<file path="src/hdl/smt_pkg.sv">
// ----------------------------------------------------------------------------
// smt_pkg
// Types and constants for the sparse matrix transpose.
// ----------------------------------------------------------------------------
`default_nettype none

package smt_pkg;

  localparam int IDX_W            = 6;
  localparam int VALUE_W          = 64;
  localparam int TDATA_W          = 80;
  localparam int DEF_MAX_ENTRIES  = 64;
  localparam int DEF_MAX_DIM      = 64;
  localparam int DEF_VALUE_BITS   = 64;

  typedef struct packed {
    logic             valid;
    logic [IDX_W-1:0] row;
    logic [IDX_W-1:0] col;
  } key_t;

  typedef struct packed {
    logic ins;
    logic shift;
  } cell_ctrl_t;

  typedef enum logic {
    ST_LOAD,
    ST_DRAIN
  } state_t;

endpackage

`default_nettype wire

</file>
<file path="src/hdl/smt_cell.sv">
// ----------------------------------------------------------------------------
// smt_cell
// One slot of the sorted chain: holds an entry, inserts by column, shifts out.
// ----------------------------------------------------------------------------
`default_nettype none

module smt_cell import smt_pkg::*; #(
  parameter int VALUE_BITS = DEF_VALUE_BITS
) (
  input  wire                   clk,
  input  wire                   rst,
  input  wire  cell_ctrl_t      ctrl,
  input  wire  key_t            new_key,
  input  wire  [VALUE_BITS-1:0] new_value,
  input  wire  key_t            prev_key,
  input  wire  [VALUE_BITS-1:0] prev_value,
  input  wire                   prev_keep,
  input  wire  key_t            next_key,
  input  wire  [VALUE_BITS-1:0] next_value,
  output key_t                  key,
  output logic [VALUE_BITS-1:0] value,
  output logic                  keep
);

  // equal columns stay ahead: stable order
  assign keep = key.valid && (key.col <= new_key.col);

  always_ff @(posedge clk) begin
    if (rst) begin
      key <= '0;
    end else if (ctrl.ins) begin
      if (!keep) begin
        key <= prev_keep ? new_key : prev_key;
      end
    end else if (ctrl.shift) begin
      key <= next_key;
    end
  end

  always_ff @(posedge clk) begin
    if (ctrl.ins) begin
      if (!keep) begin
        value <= prev_keep ? new_value : prev_value;
      end
    end else if (ctrl.shift) begin
      value <= next_value;
    end
  end

endmodule

`default_nettype wire

</file>
<file path="config.mk">
export PLATFORM = sky130hd
export DESIGN_NAME = smt_cell
export DESIGN_NICKNAME = d
export VERILOG_FILES = /design/src/hdl/smt_pkg.sv /design/src/hdl/smt_cell.sv
export SDC_FILE = /design/constraint.sdc
export NUM_CORES = 1
export LEC_CHECK = 0
export CAP_MARGIN = 20
export CELL_PAD_IN_SITES_DETAIL_PLACEMENT = 1
export CELL_PAD_IN_SITES_GLOBAL_PLACEMENT = 1
export CORE_AREA = 2 2 123 125
export CTS_CLUSTER_SIZE = 25
export DETAILED_ROUTE_END_ITERATION = 8
export DIE_AREA = 0 0 125 127
export DONT_BUFFER_PORTS = 1
export GPL_ROUTABILITY_DRIVEN = 0
export PLACE_DENSITY_LB_ADDON = 0.1
export SYNTH_ARGS = -nofsm -noshare
export SYNTH_HDL_FRONTEND = slang
export SYNTH_SLANG_ARGS = --single-unit
export TNS_END_PERCENT = 100
</file>
<file path="constraint.sdc">
create_clock -name clk -period 3.23 [get_ports clk]
set_input_delay 0.646 -clock clk [delete_from_list [all_inputs] [get_ports clk]]
set_output_delay 0.646 -clock clk [all_outputs]
set_load 0.005 [all_outputs]
</file>
======== Word-level counts from Yosys, hierarchy flattened ========
Index checks and enable logic that the tools add are counted.
storage, ports and cells
  flip-flop bits (word level) ............. 77
  input port bits ......................... 236
  output and inout bits ................... 78
  logic and storage cells ................. 17
operators by class
  order comparisons ....................... 1
  equal/unequal tests ..................... 1
  mux-type cells .......................... 8
  reductions and logical operators ........ 3
operators by type and width
  cell                count
  $mux 64             4
  $mux 13             4
  $le 6x6->1          1
  $ne 2x2->1 const B  1
  $reduce_and 2->1    1
  $reduce_bool 2->1   1
  $logic_and 1x1->1   1

======== Depth between registers and ports, before layout ========
  word-level depth ........................ 4
  depth in mapped cells ................... 9
  gate-level depth less buffers ........... 7

======== Worst setup path before layout ========
OpenSTA, ideal clock, no wires.
  path kind ............................... input -> register
  start ................................... input port new_key[5] (netlist name)
  end ..................................... register value[0] (enable)
  library setup time ...................... 396 ps
  arrival time ............................ 2607 ps
  required time ........................... 2834 ps
  slack ................................... 227 ps
  stages on the path ...................... 8
  path buffers ............................ 2
  cells stage by stage .................... inv_1 -> ha_1 -> and4_4 -> o21ai_2 -> nor3b_4 -> buf_6 -> nor2_1 -> buf_2
on the way
  word-level cells in the longest chain between the ends .. 4
ends and longest elaborated chain
  item                               RTL line        RTL
  start: declaration                 smt_cell.sv:13  input wire key_t new_key,
  $le 6x6->1                         smt_cell.sv:26  assign keep = key.valid && (key.col <= new_key.col);
  $logic_and 1x1->1                  smt_cell.sv:26
  $ne 2x2->1 (no source line)        n/a
  $reduce_and 2->1 (no source line)  n/a
  end signal: assignment             smt_cell.sv:43  value <= prev_keep ? new_value : prev_value;
  end signal: assignment             smt_cell.sv:46  value <= next_value;
  end: declaration                   smt_cell.sv:21  output logic [VALUE_BITS-1:0] value,
No other way between the ends.
A chain may end at the register's enable or synchronous reset.

======== Worst setup path in the final report ========
  start ................................... register key[5] (netlist name)
  end ..................................... output port keep
on the way
  word-level cells in the longest chain between the ends .. 2
ends and longest elaborated chain
  item                      RTL line        RTL
  start: declaration        smt_cell.sv:20  output key_t key,
  start signal: assignment  smt_cell.sv:33  key <= prev_keep ? new_key : prev_key;
  start signal: assignment  smt_cell.sv:36  key <= next_key;
  $le 6x6->1                smt_cell.sv:26
  $logic_and 1x1->1         smt_cell.sv:26
  end: declaration          smt_cell.sv:22  output logic keep
No other way between the ends.

==> impl_metrics.env <==
export IMPL_status="finished, final reports clean"
export IMPL_fp_row_count=44
export IMPL_clock_skew_final_ns=0.00764
export IMPL_core_area_sq_mm=0.0144
export IMPL_synth_area_sq_mm=0.00423
export IMPL_hold_path_class="input port to register"
export IMPL_cp_start_kind="register"
export IMPL_syn_inst=403
export IMPL_cp_end_kind="output pin"
export IMPL_area_growth_pct=9.35
export IMPL_grt_pass1_vias=3088
export IMPL_grt_total_usage_pct=14.4
export IMPL_clkPwrFrac_pct=39.4
export IMPL_antenna_found_initial=0
export IMPL_grt_ovfl_total=0
export IMPL_cellLeakagePower_nw=1.79
export IMPL_cts_resized=0
export IMPL_cpLargestDelayFamily="flip-flops"
export IMPL_peakVddDrop_v=0.000246
export IMPL_power_frac_seq_pct=51.0
export IMPL_drt_initial_drc_count=134
export IMPL_drive_above_1_share_pct=5.40
export IMPL_final_common_cell="mux2i_1"
export IMPL_fmax_mhz=401
export IMPL_yosysSeqAreaShare_pct=51.6
export IMPL_cp_arrival_ns=1.85
export IMPL_ys_types=27
export IMPL_slew_violations=0
export IMPL_hold_end="key[12]"
export IMPL_diodes=0
export IMPL_first_pass_iters=4
export IMPL_vias_per_cell=5.17
export IMPL_slew_headroom_pct=30.3
export IMPL_antenna_left=0
export IMPL_post_cts_buffers=0
export IMPL_path_class="register to output pin"
export IMPL_wirelength_mm=11.9
export IMPL_swShare_pct=23.7
export IMPL_drc=0
export IMPL_start_util_pct=29.3
export IMPL_r2r_cells=7
export IMPL_io_pins=314
export IMPL_rsz0062_at_grt="no"
export IMPL_path_clk_slew_ns=0.06
export IMPL_maxCapViolCount=0
export IMPL_r2r_end="key[0]"
export IMPL_crit_path_max_incr_delay_ns=0.36
export IMPL_reg2reg_slack_ns=0.78
export IMPL_p_comb_share_pct=9.6
export IMPL_synth_fp_nets=645
export IMPL_die_height_um=127
export IMPL_fin_crit_ns=2.50
export IMPL_startpoint="key[5]"
export IMPL_min_from="rst"
export IMPL_grt_pass1_wl_mm=17.6
export IMPL_mostFrequentLayoutCells="mux2i_1 (77), a21oi_1 (66), nor2_1 (64), edfxtp_1 (64), nand2_1 (14)"
export IMPL_crit_slowest_cell="dfxtp_1"
export IMPL_dp_hpwl_mm=9.04
export IMPL_p_int_mw=1.92
export IMPL_chipWidth_um=125
export IMPL_cts_max_path_buffers=2
export IMPL_fin_setup_tns_ns=0
export IMPL_p_sw_uw=599
export IMPL_nNetsFinal=627
export IMPL_cts_max_level=3
export IMPL_vias=2964
export IMPL_crit_fanout=3
export IMPL_worstPathBufferInverterCount=1
export IMPL_cts_made_buffers=9
export IMPL_io_buffers=0
export IMPL_setup_viol=0
export IMPL_final_hold_viol_count=0
export IMPL_grt_max_degree=157
export IMPL_wl_per_cell_um=20.8
export IMPL_postSynthAreaPerCell_sq_um=10.5
export IMPL_finalCritPeriodShare_pct=77.3
export IMPL_whs_path_depth=1
export IMPL_cts_hold_buf=0
export IMPL_cts_tree="yes"
export IMPL_critPathRequiredTime_ns=2.58
export IMPL_clock_sinks=77
export IMPL_worstSkewPairLatency_ns=0.33
export IMPL_crit_chain="ha_1 > and4_4 > o21ai_2 > nor2b_1 > o21ai_0 > inv_1"
export IMPL_tightest_slew_ns=1.05
export IMPL_root_buffer="clkbuf_16"
export IMPL_power_density_mw_per_mm2=546
export IMPL_totalPowerFinal_mw=2.52
export IMPL_r2r_start="key[5]"
export IMPL_dieArea_sq_mm=0.0159
export IMPL_yosys_warnings=0
export IMPL_ys_ff_latch=77
[kinds of logic (layout without fill, tap and decap cells)]
group,Yosys count,count (layout),share of synthesized area [%]
simple gates,109,109,12.2
compound gates,96,96,11.8
mux,77,77,18.2
flops,77,77,51.6
buf+inv,38,24,4.41
fa+ha+maj,6,6,1.78
[synthesized netlist by cell type]
| cell | n | area share (%) |
|---|---|---|
| ha_1 | 6 | 1.8 |
| buf_2 | 8 | 0.95 |
| mux2i_1 | 77 | 18 |
| nand2b_1 | 11 | 1.6 |
| buf_4 | 7 | 1.2 |
| nor2b_1 | 3 | 0.44 |
| nand3_1 | 1 | 0.12 |
| or4_1 | 12 | 2.1 |
| edfxtp_1 | 64 | 45 |
| o21ai_1 | 11 | 1.3 |
| inv_1 | 7 | 0.62 |
| nand2_1 | 14 | 1.2 |
| o21ai_0 | 13 | 1.5 |
| a311oi_1 | 1 | 0.21 |
| a211oi_1 | 1 | 0.18 |
| clkbuf_1 | 9 | 0.80 |
| nor3b_4 | 1 | 0.44 |
| o21ai_2 | 2 | 0.41 |
| buf_1 | 6 | 0.53 |
| nor2_1 | 65 | 5.8 |
| and3_1 | 1 | 0.15 |
| o31ai_1 | 1 | 0.18 |
| and4_4 | 1 | 0.27 |
| buf_6 | 1 | 0.27 |
| a21oi_1 | 66 | 7.8 |
| o22ai_1 | 1 | 0.15 |
| dfxtp_1 | 13 | 6.2 |
[how the worst max path moves through the flow]
stage | endpoint | slack [ns] | depth (start not counted)
6_report | keep | 0.73 | 6
5_1_grt | key[0] | 0.65 | 7
4_1_cts | keep | 0.72 | 6
3_5_place_dp | key[0] | 0.48 | 8
3_3_place_gp | key[0] | 0.57 | 8
2_1_floorplan | value[0] | 0.23 | 8
[registers in the layout (all words and copies together) (netlist names)]
signal / cells
key: 13
value: 64
[layer usage]
metal | track usage (%) | vias to the layer above | routed length, um
met3 | 5.65 | 11 | 1190
li1 | - | 1428 | -
met2 | 25.2 | 180 | 6060
met1 | 15.9 | 1345 | 4490
met5 | 0 | - | 0
met4 | 5.49 | 0 | 161
[worst register-to-register path: cells and delay by family, from the launching register on]
kind,cells,cell delay [ns]
flops,1,0.36
buf+inv,1,0.28
compound gates,2,1.00
fa+ha+maj,1,0.34
simple gates,3,0.39
[cell type report]
cell class	count	area [sq um]
multi-input combinational	288	1870
clock inverter	5	61.3
inverter	7	26.3
fill	1647	9800
clock buffer	10	229
sequential	77	2180
tap	184	230
timing repair buffer	2	27.5
[power by group through the flow]
| stage | sequential [mW] | clock (mW) | combinational [mW] |
|---|---|---|---|
| after detailed placement | 1.31 | 0 | 0.251 |
| after global placement | 1.32 | 0 | 0.246 |
| final | 1.29 | 0.993 | 0.243 |
| after floorplan | 1.27 | 0 | 0.244 |
| after CTS | 1.29 | 1.03 | 0.250 |
| after global routing | 1.30 | 1.06 | 0.281 |
[stage by stage]
stage	setup slack, ns	utilization, %	std cells	hold WS (ns)	area [sq um]
floorplan	0.227	-	403	0.459	4230
global placement	0.571	30.0	558	0.488	4330
detailed placement	0.475	30.0	558	0.493	4330
CTS	0.715	32.1	573	0.365	4620
global route	0.651	32.1	573	0.368	4620
finish	0.734	32.1	573	0.387	4620
Note: power is estimated with default switching activity, not from simulation.
